File: src/rtl/bhs_pkg.sv
// ----------------------------------------------------------------------------
// bhs_pkg: shared types and constants
// Power mode codes, register indexes, reset values and the structs that pass
// between the supervisor modules.
// ----------------------------------------------------------------------------
package bhs_pkg;

  localparam int unsigned LEVEL_W    = 10;
  localparam int unsigned COUNT_W    = 8;
  localparam int unsigned CFG_ADDR_W = 8;
  localparam int unsigned CFG_DATA_W = 10;

  typedef enum logic [1:0] {
    MODE_ON      = 2'd0,
    MODE_OFF     = 2'd1,
    MODE_WAITING = 2'd2
  } mode_t;

  typedef enum logic [CFG_ADDR_W-1:0] {
    REG_LOW_THRESHOLD  = 8'd0,
    REG_HIGH_THRESHOLD = 8'd1,
    REG_DEAD_TICKS     = 8'd2,
    REG_RECOVERY_TICKS = 8'd3
  } reg_index_t;

  localparam logic [LEVEL_W-1:0] LOW_THRESHOLD_RESET  = 10'd750;
  localparam logic [LEVEL_W-1:0] HIGH_THRESHOLD_RESET = 10'd800;
  localparam logic [COUNT_W-1:0] DEAD_TICKS_RESET     = 8'd75;
  localparam logic [COUNT_W-1:0] RECOVERY_TICKS_RESET = 8'd76;

  typedef struct packed {
    logic [LEVEL_W-1:0] low_threshold;
    logic [LEVEL_W-1:0] high_threshold;
    logic [COUNT_W-1:0] dead_ticks;
    logic [COUNT_W-1:0] recovery_ticks;
  } cfg_t;

  typedef struct packed {
    logic               heartbeat_level;
    logic [LEVEL_W-1:0] battery_level;
    logic               tick;
  } item_t;

  typedef struct packed {
    logic  hang_reset_pulse;
    logic  power_reset_pulse;
    mode_t power_mode;
  } result_t;

endpackage

File: src/rtl/bhs_cfg.sv
// ----------------------------------------------------------------------------
// bhs_cfg: configuration register file
// Holds thresholds and tick limits; writes to unknown indexes are dropped.
// ----------------------------------------------------------------------------
module bhs_cfg (
  input  logic                           clk,
  input  logic                           rst,
  input  logic                           wr_en,
  input  logic [bhs_pkg::CFG_ADDR_W-1:0] wr_addr,
  input  logic [bhs_pkg::CFG_DATA_W-1:0] wr_data,
  output bhs_pkg::cfg_t                  cfg
);
  import bhs_pkg::*;

  always_ff @(posedge clk) begin
    if (rst) begin
      cfg.low_threshold  <= LOW_THRESHOLD_RESET;
      cfg.high_threshold <= HIGH_THRESHOLD_RESET;
      cfg.dead_ticks     <= DEAD_TICKS_RESET;
      cfg.recovery_ticks <= RECOVERY_TICKS_RESET;
    end else if (wr_en) begin
      unique case (wr_addr)
        REG_LOW_THRESHOLD:  cfg.low_threshold  <= wr_data;
        REG_HIGH_THRESHOLD: cfg.high_threshold <= wr_data;
        REG_DEAD_TICKS:     cfg.dead_ticks     <= wr_data[COUNT_W-1:0];
        REG_RECOVERY_TICKS: cfg.recovery_ticks <= wr_data[COUNT_W-1:0];
        default: ;
      endcase
    end
  end

endmodule

File: src/rtl/bhs_core.sv
// ----------------------------------------------------------------------------
// bhs_core: supervisor state and per-tick rules
// Battery hysteresis state machine followed by the heartbeat miss counter;
// state advances on each fired item.
// ----------------------------------------------------------------------------
module bhs_core (
  input  logic             clk,
  input  logic             rst,
  input  logic             fire,
  input  bhs_pkg::item_t   item,
  input  bhs_pkg::cfg_t    cfg,
  output bhs_pkg::result_t result
);
  import bhs_pkg::*;

  mode_t              mode;
  mode_t              mode_next;
  logic [COUNT_W-1:0] recovery_counter;
  logic [COUNT_W-1:0] recovery_counter_next;
  logic [COUNT_W-1:0] miss_counter;
  logic [COUNT_W-1:0] miss_counter_next;
  logic               previous_heartbeat;
  logic               previous_heartbeat_next;
  logic [COUNT_W-1:0] recovery_inc;
  logic [COUNT_W-1:0] miss_inc;
  logic               below_low;
  logic               above_high;
  logic               recovered;
  logic               power_pulse;
  logic               hang_pulse;

  assign below_low    = item.battery_level < cfg.low_threshold;
  assign above_high   = item.battery_level > cfg.high_threshold;
  assign recovery_inc = recovery_counter + COUNT_W'(1);
  assign recovered    = recovery_inc >= cfg.recovery_ticks;
  assign miss_inc     = miss_counter + COUNT_W'(1);

  // battery rule: next state
  always_comb begin
    mode_next             = mode;
    recovery_counter_next = recovery_counter;
    if (item.tick) begin
      unique case (mode)
        MODE_ON: begin
          if (below_low) begin
            mode_next             = MODE_OFF;
            recovery_counter_next = '0;
          end
        end
        MODE_WAITING: begin
          if (below_low) begin
            mode_next = MODE_OFF;
          end else begin
            recovery_counter_next = recovery_inc;
            if (recovered) mode_next = MODE_ON;
          end
        end
        default: begin
          // off, and the unused code which behaves as off
          mode_next = MODE_OFF;
          if (above_high) begin
            mode_next             = MODE_WAITING;
            recovery_counter_next = '0;
          end
        end
      endcase
    end
  end

  // battery rule: pulse output
  always_comb begin
    power_pulse = 1'b0;
    if (item.tick) begin
      unique case (mode)
        MODE_ON:      power_pulse = below_low;
        MODE_WAITING: power_pulse = !below_low && recovered;
        default:      power_pulse = 1'b0;
      endcase
    end
  end

  // heartbeat rule, sees the updated mode
  always_comb begin
    miss_counter_next       = miss_counter;
    previous_heartbeat_next = previous_heartbeat;
    hang_pulse              = 1'b0;
    if (item.tick) begin
      if (item.heartbeat_level != previous_heartbeat) begin
        miss_counter_next       = '0;
        previous_heartbeat_next = item.heartbeat_level;
      end else if (miss_inc >= cfg.dead_ticks && mode_next == MODE_ON) begin
        hang_pulse        = 1'b1;
        miss_counter_next = '0;
      end else begin
        miss_counter_next = miss_inc;
      end
    end
  end

  always_ff @(posedge clk) begin
    if (rst) begin
      mode               <= MODE_ON;
      recovery_counter   <= '0;
      miss_counter       <= '0;
      previous_heartbeat <= 1'b1;
    end else if (fire) begin
      mode               <= mode_next;
      recovery_counter   <= recovery_counter_next;
      miss_counter       <= miss_counter_next;
      previous_heartbeat <= previous_heartbeat_next;
    end
  end

  assign result.power_mode        = mode_next;
  assign result.power_reset_pulse = power_pulse;
  assign result.hang_reset_pulse  = hang_pulse;

endmodule

File: src/rtl/battery_and_heartbeat_supervisor_top.sv
// ----------------------------------------------------------------------------
// battery_and_heartbeat_supervisor_top: battery supervisor with heartbeat watchdog
// Input register, one pass of compare and count logic, result register.
// ----------------------------------------------------------------------------
// usage
//   s_* stream: one transaction per supervision period (tick, battery
//     sample, heartbeat level); tick low reports the mode and changes nothing
//   m_* stream: exactly one result transaction per input transaction, in order
//     (power mode after the period, power reset pulse, hang reset pulse)
//   cfg_* channel: register writes, always ready; index 0 low threshold,
//     1 high threshold, 2 dead ticks, 3 recovery ticks, other indexes dropped;
//     write only while no transaction is in flight
// timing
//   the result is valid 1 cycle after input accept when the result register
//   is free (core logic sits between input register and result register);
//   throughput is one transaction per cycle, set by the single-cycle state
//   update in the core
// reset
//   synchronous rst empties both pipeline registers, restores register
//   defaults (750, 800, 75, 76), mode on, counters zero, last heartbeat high
// backpressure
//   while m_tready is low the result register holds and one more input
//   transaction is taken into the input register; then s_tready drops
// ----------------------------------------------------------------------------
module battery_and_heartbeat_supervisor_top (
  input  logic                           clk,
  input  logic                           rst,
  input  logic                           s_tvalid,
  output logic                           s_tready,
  // [0] tick, [10:1] battery_level, [11] heartbeat_level, [15:12] zero
  input  logic [15:0]                    s_tdata,
  output logic                           m_tvalid,
  input  logic                           m_tready,
  // [1:0] power_mode, [2] power_reset_pulse, [3] hang_reset_pulse, [7:4] zero
  output logic [7:0]                     m_tdata,
  input  logic                           cfg_valid,
  output logic                           cfg_ready,
  input  logic [bhs_pkg::CFG_ADDR_W-1:0] cfg_addr,
  input  logic [bhs_pkg::CFG_DATA_W-1:0] cfg_data
);
  import bhs_pkg::*;

  cfg_t    cfg;
  item_t   in_item;
  logic    in_valid;
  logic    fire;
  result_t step_result;
  result_t out_result;

  // config writes never stall
  assign cfg_ready = 1'b1;

  bhs_cfg u_cfg (
    .clk     (clk),
    .rst     (rst),
    .wr_en   (cfg_valid && cfg_ready),
    .wr_addr (cfg_addr),
    .wr_data (cfg_data),
    .cfg     (cfg)
  );

  // the held item moves on when the result register is free or being drained
  assign fire     = in_valid && (!m_tvalid || m_tready);
  assign s_tready = !in_valid || fire;

  // input register
  always_ff @(posedge clk) begin
    if (rst) begin
      in_valid <= 1'b0;
    end else if (s_tready) begin
      in_valid <= s_tvalid;
    end
  end

  always_ff @(posedge clk) begin
    if (s_tvalid && s_tready) begin
      in_item <= s_tdata[$bits(item_t)-1:0];
    end
  end

  // state registers and rule logic
  bhs_core u_core (
    .clk    (clk),
    .rst    (rst),
    .fire   (fire),
    .item   (in_item),
    .cfg    (cfg),
    .result (step_result)
  );

  // result register
  always_ff @(posedge clk) begin
    if (rst) begin
      m_tvalid <= 1'b0;
    end else if (fire) begin
      m_tvalid <= 1'b1;
    end else if (m_tready) begin
      m_tvalid <= 1'b0;
    end
  end

  always_ff @(posedge clk) begin
    if (fire) begin
      out_result <= step_result;
    end
  end

  assign m_tdata = {{(8 - $bits(result_t)){1'b0}}, out_result};

  // a hang pulse only fires with the mode on
  assert property (@(posedge clk) disable iff (rst)
    m_tvalid && m_tdata[3] |-> m_tdata[1:0] == MODE_ON)
    else $error("hang pulse outside on mode");

  // a power pulse marks entry to off or on, never waiting
  assert property (@(posedge clk) disable iff (rst)
    m_tvalid && m_tdata[2] |-> m_tdata[1:0] != MODE_WAITING)
    else $error("power pulse with waiting mode");

  // the unused mode code never reaches the output
  assert property (@(posedge clk) disable iff (rst)
    m_tvalid |-> m_tdata[1:0] != 2'd3)
    else $error("invalid mode code");

  // input stalls only behind a stalled result
  assert property (@(posedge clk) disable iff (rst)
    !s_tready |-> m_tvalid && !m_tready)
    else $error("input stalled without output backpressure");

endmodule

File: config.mk
export PLATFORM = sky130hd
export DESIGN_NAME = battery_and_heartbeat_supervisor_top
export DESIGN_NICKNAME = d
export VERILOG_FILES = /design/src/rtl/bhs_pkg.sv /design/src/rtl/bhs_cfg.sv /design/src/rtl/bhs_core.sv /design/src/rtl/battery_and_heartbeat_supervisor_top.sv
export SDC_FILE = /design/constraint.sdc
export NUM_CORES = 1
export LEC_CHECK = 0
export ABC_CLOCK_PERIOD_IN_PS = 5300
export BUFFER_PORTS_ARGS = -buffer_cell sky130_fd_sc_hd__clkbuf_2
export CAP_MARGIN = 20
export CORE_UTILIZATION = 45
export DETAILED_ROUTE_END_ITERATION = 12
export MAX_ROUTING_LAYER = met4
export PLACE_DENSITY = 0.67
export RECOVER_POWER = 50
export SYNTH_ARGS = -nofsm -noshare
export SYNTH_HDL_FRONTEND = slang
export SYNTH_SLANG_ARGS = --single-unit
File: constraint.sdc
create_clock -name clk -period 5.3 [get_ports clk]
set_input_delay 0.795 -clock clk [delete_from_list [all_inputs] [get_ports clk]]
set_output_delay 0.795 -clock clk [all_outputs]
set_load 0.01 [all_outputs]
==> results of run 1 <==
==> per-stage QoR <==
step / instances / setup slack [ns]
2_1_floorplan: 422 / 2.630
3_3_place_gp: 550 / 2.264
3_5_place_dp: 550 / 2.210
4_1_cts: 566 / 2.185
5_1_grt: 567 / 1.960
6_report: 567 / 2.190
==> cell type report <==
| class | count | area, µm² | share of cell area |
|---|---|---|---|
| multi-input combinational | 277 | 1953 | 0.4477 |
| sequential | 73 | 1622 | 0.3717 |
| inverter | 54 | 202.7 | 0.04646 |
| timing repair buffer | 42 | 201.4 | 0.04617 |
| clock buffer | 10 | 137.6 | 0.03155 |
| tap | 105 | 131.4 | 0.03011 |
| clock inverter | 6 | 115.1 | 0.02638 |
==> placed cells by master (no fill, tap or decap), types with 9 or more instances in the layout <==
| cell type | netlist | layout |
|---|---|---|
| nor2_1 | 60 | 60 |
| nand2_1 | 24 | 24 |
| inv_1 | 54 | 54 |
| ha_1 | 37 | 37 |
| a211o_1 | 13 | 13 |
| nand3_1 | 9 | 9 |
| clkbuf_8 | 0 | 10 |
| mux2i_1 | 15 | 15 |
| o21ai_0 | 9 | 9 |
| clkbuf_1 | 7 | 9 |
| edfxtp_1 | 16 | 16 |
| clkbuf_2 | 0 | 32 |
| a21oi_1 | 21 | 21 |
| dfxtp_1 | 57 | 57 |
==> cells by family after synthesis <==
group	Yosys count
flip-flops	73
other	2
XOR/XNOR	12
AO/OA/AOI/OAI	77
buffers and inverters	72
multiplexers	20
AND/OR/NAND/NOR	126
adder cells (fa/ha/maj)	37
==> registers in the layout (all words and copies together), names as in the netlist <==
name	cells
u_core.previous_heartbeat	1
u_core.miss_counter	8
m_tvalid	1
in_valid	1
in_item	12
u_core.mode	2
u_core.recovery_counter	8
u_cfg.cfg	36
m_tdata	4
==> power groups by stage <==
stage	Clock (W)	Combinational (W)	Sequential (W)
after floorplan	0	0.0000474	0.000597
after global placement	0	0.0000718	0.000599
after detailed placement	0	0.0000740	0.000600
after CTS	0.000556	0.0000747	0.000587
after global routing	0.000580	0.0000829	0.000588
final	0.000550	0.0000739	0.000587
==> layer usage <==
layer | vias to the layer above | wire length, µm | GRT usage
met4 | 0 | 125 | 0.07576
met2 | 62 | 3595 | 0.3171
li1 | 1501 | - | -
met5 | - | 0 | -
met1 | 1362 | 3507 | 0.2149
met3 | 13 | 303 | 0.03382
==> critical path: stages (launching register included) <==
cell and delay (ns):
dfxtp_1 0.43, ha_1 0.26, nand3_1 0.14, nor3_1 0.20, xnor2_1 0.12, ha_1 0.28, nand2_1 0.07, nor3_1 0.19
a21oi_1 0.14, a211o_1 0.32, o31ai_1 0.36, inv_1 0.21, a22o_1 0.28
==> worst max path at each step <==
stage	cells past startpoint	slack [ns]	endpoint
5_1_grt	12	1.96	u_core.miss_counter[1]$_SDFFE_PP0P_
3_5_place_dp	12	2.21	u_core.miss_counter[1]$_SDFFE_PP0P_
2_1_floorplan	12	2.63	u_core.miss_counter[1]$_SDFFE_PP0P_
6_report	12	2.19	u_core.miss_counter[1]$_SDFFE_PP0P_
3_3_place_gp	12	2.26	u_core.miss_counter[1]$_SDFFE_PP0P_
4_1_cts	12	2.18	u_core.miss_counter[6]$_SDFFE_PP0P_
==> results.tsv, run 1 <==
metric	value	unit
vias	2938	
power_switching_share	0.2283	
grt_max_degree	52	
die_w	94.71	µm
synth-xor-area-share	0.02718	
cap_violations	1	
switchingPower	0.0002764	W
slew_headroom	-0.5608	
ys.flop_type	dfxtp_1	
drtIter0Drc	159	
power_density	277.4	nW/µm²
placedInstanceArea	4116	µm²
vias_per_cell	5.182	
seqPwrFrac	0.485	
r2r-start	u_core.recovery_counter[0]$_SDFFE_PP0P_	
tritoncts	yes	
cp.required	5.55	ns
place_hpwl	5560	µm
synthTopCellsByArea	dfxtp_1 30%, edfxtp_1 12%, ha_1 12%	
rrSetupSlack	2.19	ns
grt_pass1_wl	12410	µm
postSynthAreaPerCell	9.230	µm²
holdWs	0.4650	ns
die-area	8969	µm²
io_buffers	40	
final_util	0.5283	
start_kind	register	
syn_to_final_growth	12.81	%
async_reset_ff_frac	0	
synth_edf_count	16	
wire_per_inst	13.28	µm
cp_max_fo	6	
ant_nets	0	
drt_wl_total	7532	µm
finalSetupTns	0	ns
fmax	321.5	MHz
synth_top_family_by_area	simple AND/OR/NAND/NOR gates	
ys_seq_elements	73	
reg2reg_depth	12	
drive_gt1_frac	0.1472	
report.final.setup_viol	0	
root_buffer	clkbuf_8	
synthMuxAreaShare	0.05338	
post-cts-setup-buffers	0	
clock_latency	0.36	ns
min_period	3.110	ns
leakagePower	2.048	nW
netlist_area	3867	µm²
dr.pass1.iters	4	
slew_viol_final	52	
cts_buffer_depth	2	
period_share	0.5868	
track_usage	0.1861	
path_clk_slew	0.08	ns
gp_congestion	0.8776	
synth_fa_ha_area_frac	0.1197	
synth_top_cell_by_area	dfxtp_1	
yosysUniqueCellTypes	52	
clockPowerShare	0.454	
core_area	8258	µm²
synth_top_area_frac	0.2951	
gr-total-overflow	0	
postCtsResizedCells	0	
nFillCells	765	
die_h	94.71	µm
intPower	0.0009340	W
final_cell_area	4363	µm²
min_path_cells	1	
hold_viol_final	0	
cts_max_level	3	
synth_commonest_cells	60 x nor2_1, 57 x dfxtp_1, 54 x inv_1	
cts_buffers	9	
rsz0062_at_grt	no	
cts_hold_buf	0	
hold_end	u_cfg.cfg[24]$_SDFFE_PP1P_	
min_path_type	register to register	
arrival	3.36	ns
ir_worst_vdd	0.2032	mV
grt_pass1_vias	2787	
fin_nets	533	
io_pins	50	
seq_area_frac_synth	0.4193	
crit_path_end_kind	register	
synth_compound_area_frac	0.1427	
status	finished with violations	
synth_simple_gate_area_frac	0.1572	
synth_warnings	0	
crit_start	u_core.recovery_counter[0]$_SDFFE_PP0P_	
clock_skew	0.006724	ns
tightest_slew	2.341	ns
clock-sinks	73	
row_count	33	
fin_total_pwr	0.001210	W
min-delay-start	u_cfg.cfg[24]$_SDFFE_PP1P_	
syn_inst	419	
grt_antenna_before_repair	0	
drc	0	
num_antenna_cells	0	
violations	capacitance limit, slew limit	
p_comb_frac	0.061	
start_util	0.4683	
r2r-end	u_core.miss_counter[1]$_SDFFE_PP0P_	
yosysMostFrequentCell	nor2_1	
criticalPathCategory	register to register	
(Power assumes the default switching activity.)
==> run 2: changes to the inputs <==
--- a/config.mk
+++ b/config.mk
@@ -5,13 +5,14 @@
 export SDC_FILE = /design/constraint.sdc
 export NUM_CORES = 1
 export LEC_CHECK = 0
-export ABC_CLOCK_PERIOD_IN_PS = 5300
+export ABC_AREA = 1
+export ABC_CLOCK_PERIOD_IN_PS = 2500
 export BUFFER_PORTS_ARGS = -buffer_cell sky130_fd_sc_hd__clkbuf_2
 export CAP_MARGIN = 20
 export CORE_UTILIZATION = 45
 export DETAILED_ROUTE_END_ITERATION = 12
 export MAX_ROUTING_LAYER = met4
-export PLACE_DENSITY = 0.67
+export PLACE_DENSITY = 0.69
 export RECOVER_POWER = 50
 export SYNTH_ARGS = -nofsm -noshare
 export SYNTH_HDL_FRONTEND = slang
==> constraint.sdc (replaced) <==
create_clock -name clk -period 2.5 [get_ports clk]
set_input_delay 0.375 -clock clk [delete_from_list [all_inputs] [get_ports clk]]
set_output_delay 0.375 -clock clk [all_outputs]
set_load 0.01 [all_outputs]
==> run 2 against run 1 <==
Compared with the run above: the flow now finishes without violations; combinational power rose to 3.1 times the previous value; worst hold slack got worse by 0.27 ns; final cell count rose by 18%; flip-flop and latch count did not move; final area rose by 4.4%; fmax rose by 34%; clock power rose by 61%; utilization fell by 0.60 points; synthesized area rose by 4.7%; critical path type unchanged; highest routed layer unchanged.
==> results.tsv, run 2 <==
metric	value	unit	change
leakagePower	2.324	nW	+13%
syn_to_final_growth	12.55	%	
die_h	96.84	µm	+2.3%
clock_skew	0.008678	ns	+0.001954 ns
crit_path_end_kind	register		
syn_inst	512		+22%
fmax	431.1	MHz	+34%
report.final.setup_viol	0		unchanged
wire_per_inst	11.87	µm	-11%
seq_area_frac_synth	0.4006		-0.01866
die_w	96.84	µm	+2.3%
slew_headroom	0.6046		+1.165
tritoncts	yes		
power_density	521.0	nW/µm²	+88%
crit_start	u_core.recovery_counter[0]$_SDFFE_PP0P_		
min_path_type	input port to register		
start_kind	register		
synthTopCellsByArea	dfxtp_1 28%, edfxtp_1 12%, ha_1 11%		
regMostFlops	u_cfg.cfg		
drt_wl_total	7931	µm	+5.3%
cap_violations	0		-1
gp_congestion	0.8684		-1.0%
grt_antenna_before_repair	0		unchanged
drive_gt1_frac	0.1661		+0.01889
arrival	2.43	ns	-0.93 ns
ant_nets	0		unchanged
period_share	0.9278		+0.3410
synth_top_area_frac	0.2819		-0.01313
path_clk_slew	0.08	ns	about the same
reg_top3	u_cfg.cfg: 36 flops, in_item: 12 flops		
start_util	0.4641		-0.004201
cp_max_fo	5		-1
clock_latency	0.35	ns	about the same
clock-sinks	73		unchanged
finalSetupTns	0	ns	unchanged
gr-total-overflow	0		unchanged
synth_top_cell_by_area	dfxtp_1		
ys.flop_type	dfxtp_1		
io_pins	50		unchanged
r2r-end	m_tdata[3]$_SDFFCE_PP0P_		
track_usage	0.1831		-0.002936
cts_buffer_depth	2		unchanged
dr.pass1.iters	4		unchanged
vias_per_cell	4.847		-6.5%
largest_reg_flops	36		unchanged
io_buffers	40		unchanged
nFillCells	808		+5.6%
row_count	34		+3.0%
synth_warnings	0		unchanged
reg2reg_depth	16		+4
async_reset_ff_frac	0		unchanged
min_period	2.320	ns	-0.7908 ns
root_buffer	clkbuf_8		
hold_viol_final	0		unchanged
vias	3238		+10%
cts_buffers	9		unchanged
cts_max_level	3		unchanged
yosysUniqueCellTypes	44		-15%
synth_commonest_cells	99 x nand2_1, 90 x inv_1, 57 x dfxtp_1		
place_hpwl	5927	µm	+6.6%
yosysMostFrequentCell	nand2_1		
die-area	9378	µm²	+4.6%
grt_pass1_wl	13370	µm	+7.8%
drtIter0Drc	109		-31%
drc	0		unchanged
critPathCapture	m_tdata[3]$_SDFFCE_PP0P_		
ys_seq_elements	73		unchanged
slew_viol_final	0		-100%
cts_hold_buf	0		unchanged
criticalPathCategory	register to register		
r2r-start	u_core.recovery_counter[0]$_SDFFE_PP0P_		
synth_edf_count	16		unchanged
ir_worst_vdd	0.3507	mV	+73%
grt_max_degree	46		-12%
rrSetupSlack	0.18	ns	-2.01 ns
layout_commonest_cell	nand2_1		
mostFrequentLayoutCells	97 x nand2_1, 89 x inv_1, 53 x dfxtp_1		
grt_pass1_vias	3099		+11%
core_area	8721	µm²	+5.6%
fin_nets	631		+18%
cp.required	2.61	ns	-2.94 ns
tightest_slew	0.5917	ns	-1.749 ns
num_antenna_cells	0		unchanged
postSynthAreaPerCell	7.906	µm²	-14%
status	completed		
fin_total_pwr	0.002374	W	+96%
netlist_area	4048	µm²	+4.7%
[run 2: changes by cell type in the layout (fill, tap and decap cells not counted), sizes merged, moves of 15 or more]
| cell | previous run | this run |
|---|---|---|
| nand2 | 24 | 104 |
| inv | 54 | 91 |
| a21oi | 21 | 44 |
| o21ai | 9 | 30 |
| a211o | 20 | 0 |
| o211ai | 0 | 17 |
| mux2i | 15 | 0 |
[run 2: through the flow]
stage	hold slack, ns	area [µm²]	cells	setup WS [ns]	utilization
3_3_place_gp	0.4448	4318	650	0.1117	0.4951
2_1_floorplan	0.4280	4059	515	0.3049	-
6_report	0.1979	4556	668	0.1805	0.5224
5_1_grt	0.1750	4556	668	-0.03068	0.5224
3_5_place_dp	0.4458	4318	650	0.07626	0.4951
4_1_cts	0.1874	4503	666	0.05139	0.5164
[run 2: layout make-up]
class                   count  area [µm²]  share of cell area
clock buffers               9       123.9             0.02719
clock inverters             7       61.31             0.01346
inverters                  95       361.6             0.07937
multi-input cells         334        2036              0.4469
flip-flops and latches     73        1629              0.3576
well taps                 108       135.1             0.02966
repair buffers             42       209.0             0.04587
[run 2: cell families after synthesis]
kind of cell,Yosys count,share of synthesized area
AO/OA/AOI/OAI,98,0.1410
XOR/XNOR,8,0.01731
adder cells (fa/ha/maj),37,0.1144
buffers and inverters,109,0.1100
flip-flops,73,0.4006
other,2,0.001855
AND/OR/NAND/NOR,185,0.2148
[run 2: per-layer routing]
layer,wire length [µm],share of wire,track usage
met5,0,0,-
met2,3840,0.48,0.3034
met1,3598,0.45,0.2037
met4,182,0.023,0.09644
met3,309,0.039,0.04480
[run 2: worst min-delay path by stage]
stage                                         start                         to  slack, ns  depth (start not counted)
after CTS                                s_tdata[6]       in_item[6]$_DFFE_PP_       0.19                          1
after floorplan           u_cfg.cfg[0]$_SDFFE_PP0P_  u_cfg.cfg[0]$_SDFFE_PP0P_       0.43                          2
after global routing                     s_tdata[3]       in_item[3]$_DFFE_PP_       0.17                          1
after detailed placement  u_cfg.cfg[0]$_SDFFE_PP0P_  u_cfg.cfg[0]$_SDFFE_PP0P_       0.45                          2
final                                    s_tdata[9]       in_item[9]$_DFFE_PP_       0.20                          1
after global placement    u_cfg.cfg[0]$_SDFFE_PP0P_  u_cfg.cfg[0]$_SDFFE_PP0P_       0.44                          2
[run 2: timing repair]
item | CTS | global route
buffers inserted | 0 | 1
resized for setup | 0 | 16
endpoints found under the hold margin | 0 | 0
setup endpoints to repair | 0 | 11
[run 2: worst max-delay path, stage by stage, from the launching register on]
cell and delay (ns):
dfxtp_4 0.36, ha_2 0.17, nand2_1 0.06, inv_2 0.07
nand2_2 0.07, nor2_4 0.12, nand2_2 0.07, xor2_2 0.15
ha_1 0.27, nand2_1 0.08, nor2_1 0.05, nor2_1 0.14
nand3_1 0.13, nor2_4 0.13, nor2_4 0.06, nand3_4 0.11
nor2_1 0.05
[run 2: report_power, final]
part | switching (W) | internal [W] | total, W
sequential | 0.0000237 | 0.00124 | 0.00126
combinational | 0.000145 | 0.0000855 | 0.000231
clock | 0.000433 | 0.000450 | 0.000884
==> run 3: changes to the inputs <==
--- a/config.mk
+++ b/config.mk
@@ -11,7 +11,6 @@
 export CAP_MARGIN = 20
 export CORE_UTILIZATION = 45
 export DETAILED_ROUTE_END_ITERATION = 12
-export MAX_ROUTING_LAYER = met4
 export PLACE_DENSITY = 0.69
 export RECOVER_POWER = 50
 export SYNTH_ARGS = -nofsm -noshare
==> run 3 against run 2 <==
Compared with the run above: final cell count is 0.15% lower; worst hold slack worse by 0.0061 ns; sequential power hardly changed; fmax is 0.57% higher; global-route usage is 0.45 points lower; clock power is 0.5% higher; power hardly changed; final area is 0.47% lower; non-clock buffer count is 1 lower; critical path type unchanged; highest routed layer unchanged; clock-buffer cell count stayed put.
==> results.tsv, run 3 (synthesis gave the netlist of run 2 again) <==
metric	value	unit	change
start_util	0.4641		unchanged
mostFrequentLayoutCells	97 x nand2_1, 89 x inv_1, 56 x dfxtp_1		
slowest_delay	0.37	ns	about the same
num_antenna_cells	0		unchanged
final_cell_area	4534	µm²	-0.47%
clock-sinks	73		unchanged
cts_buffers	9		unchanged
cts_max_level	3		unchanged
dr.pass1.iters	4		unchanged
die_h	96.84	µm	unchanged
report.final.setup_viol	0		unchanged
clockPowerShare	0.374		+0.002
arrival	2.54	ns	+0.11 ns
hold_viol_final	0		unchanged
root_buffer	clkbuf_8		
vias	3239		+0.031%
io_buffers	40		unchanged
placedInstanceArea	4318	µm²	unchanged
die_w	96.84	µm	unchanged
cp.required	2.74	ns	+0.13 ns
clock_latency	0.35	ns	about the same
largest_reg_flops	36		unchanged
layout_commonest_cell	nand2_1		
status	completed		
tritoncts	yes		
path_clk_slew	0.08	ns	about the same
leakagePower	2.319	nW	-0.19%
start_kind	register		
critical_path.cell_chain	ha_1 > nand2_1 > inv_2 > nand2_2 > nor2_4 > nand2_2 > xor2_2 > ha_1 > nand2_1 > nor2_1 > nand2_1 > nand3_1 > nor2_4 > nor2_4 > nand3_2 > nand2_1 > a21oi_2		
cp_max_fo	5		unchanged
gp_congestion	0.8548		-1.6%
io_pins	50		unchanged
die-area	9378	µm²	unchanged
slew_viol_final	0		unchanged
syn_to_final_growth	12.02	%	
post-cts-setup-buffers	0		unchanged
fmax	433.6	MHz	+0.57%
vias_per_cell	4.856		+0.18%
grt_antenna_before_repair	0		unchanged
drtIter0Drc	109		unchanged
criticalPathCategory	register to register		
seqPwrFrac	0.530		about the same
place_hpwl	5927	µm	unchanged
path_common_cell	nand2_1		
track_usage	0.1786		-0.004531
cp_slowest_cell	dfxtp_4		
ir_worst_vdd	0.3507	mV	about the same
min_period	2.306	ns	-0.01323 ns
period_share	0.9225		-0.005293
switchingPower	0.0006056	W	+0.55%
power_density	523.8	nW/µm²	+0.53%
reg_top3	u_cfg.cfg: 36 flops, in_item: 12 flops		
power_switching_share	0.2550		+0.001249
intPower	0.001769	W	-0.11%
wire_per_inst	11.84	µm	-0.24%
cts_buffer_depth	2		unchanged
critical_path_buf_inv_count	1		unchanged
critical-path-top-delay-family	simple AND/OR/NAND/NOR gates		
multi_input_area	2026	µm²	-0.49%
p_comb_frac	0.096		about the same
drive_gt1_frac	0.1574		-0.008647
fin_nets	630		-0.16%
holdWs	0.1918	ns	-0.006092 ns
core_area	8721	µm²	unchanged
nFillCells	806		-0.25%
grt_pass1_vias	3087		-0.39%
min_path_type	input port to register		
regArea	1625	µm²	-0.23%
row_count	34		unchanged
gr-total-overflow	0		unchanged
clock_skew	0.009133	ns	+0.0004551 ns
slew_headroom	0.6009		-0.003652
regMostFlops	u_cfg.cfg		
drc	0		unchanged
cap_violations	0		unchanged
grt_pass1_wl	13400	µm	+0.20%
ant_nets	0		unchanged
tightest_slew	0.5972	ns	+0.005464 ns
crit_path_end_kind	register		
drt_wl_total	7900	µm	-0.39%
grt_max_degree	46		unchanged
==> run 3: what timing repair did <==
action / CTS / global route
hold buffers: 0 / 0
gates resized for setup: 0 / 11
setup endpoints to repair: 0 / 11
endpoints found under the hold margin: 0 / 0
==> run 3: through the flow <==
stage	utilization	cells	TNS [ns]	power, W	worst slack (ns)
after CTS	0.5164	666	0	0.002391	0.05139
after global routing	0.5199	667	-0.08292	0.002500	-0.02659
after global placement	0.4951	650	0	0.001502	0.1117
after floorplan	-	515	0	0.001439	0.3049
after detailed placement	0.4951	650	0	0.001513	0.07626
final	0.5199	667	0	0.002375	0.1937
==> run 3: power by group through the flow <==
stage	combinational, W	sequential (W)	clock [W]
3_3_place_gp	0.000217	0.00128	0
6_report	0.000228	0.00126	0.000888
3_5_place_dp	0.000226	0.00129	0
2_1_floorplan	0.000158	0.00128	0
5_1_grt	0.000261	0.00126	0.000976
4_1_cts	0.000227	0.00126	0.000905
==> run 3: cell type report <==
cell class,instances,share of cell area
clock buffer,9,0.02732
clock inverter,7,0.01352
inverter,95,0.07975
multi-input combinational,334,0.4467
sequential,73,0.3584
tap,108,0.02980
timing repair buffer,41,0.04443
==> run 3: path summary, 6_finish.rpt <==
check | slack, ns | endpoint | startpoint | cells after the start
max reg2reg | 0.19 | u_core.miss_counter[3]$_SDFFE_PP0P_ | u_core.recovery_counter[0]$_SDFFE_PP0P_ | 17
max | 0.19 | u_core.miss_counter[3]$_SDFFE_PP0P_ | u_core.recovery_counter[0]$_SDFFE_PP0P_ | 17
min | 0.19 | in_item[9]$_DFFE_PP_ | s_tdata[9] | 1
min reg2reg | 0.46 | u_cfg.cfg[0]$_SDFFE_PP0P_ | u_cfg.cfg[0]$_SDFFE_PP0P_ | 2
==> run 3: worst reg2reg max path, delay by kind of cell (launching register included) <==
| family | cells | cell delay, ns |
|---|---|---|
| AOI/OAI and AO/OA | 1 | 0.05 |
| xor gates and xnor gates | 1 | 0.15 |
| and+or+nand+nor | 12 | 1.13 |
| DFF | 1 | 0.37 |
| adders and majority gates | 2 | 0.43 |
| buffers and inverters | 1 | 0.07 |
==> run 3: layer usage <==
layer | track usage | vias up | share of wire
li1 | - | 1716 | -
met1 | 0.2041 | 1458 | 0.45
met2 | 0.3034 | 45 | 0.48
met3 | 0.05130 | 20 | 0.039
met4 | 0.08955 | 0 | 0.027
met5 | 0 | - | 0
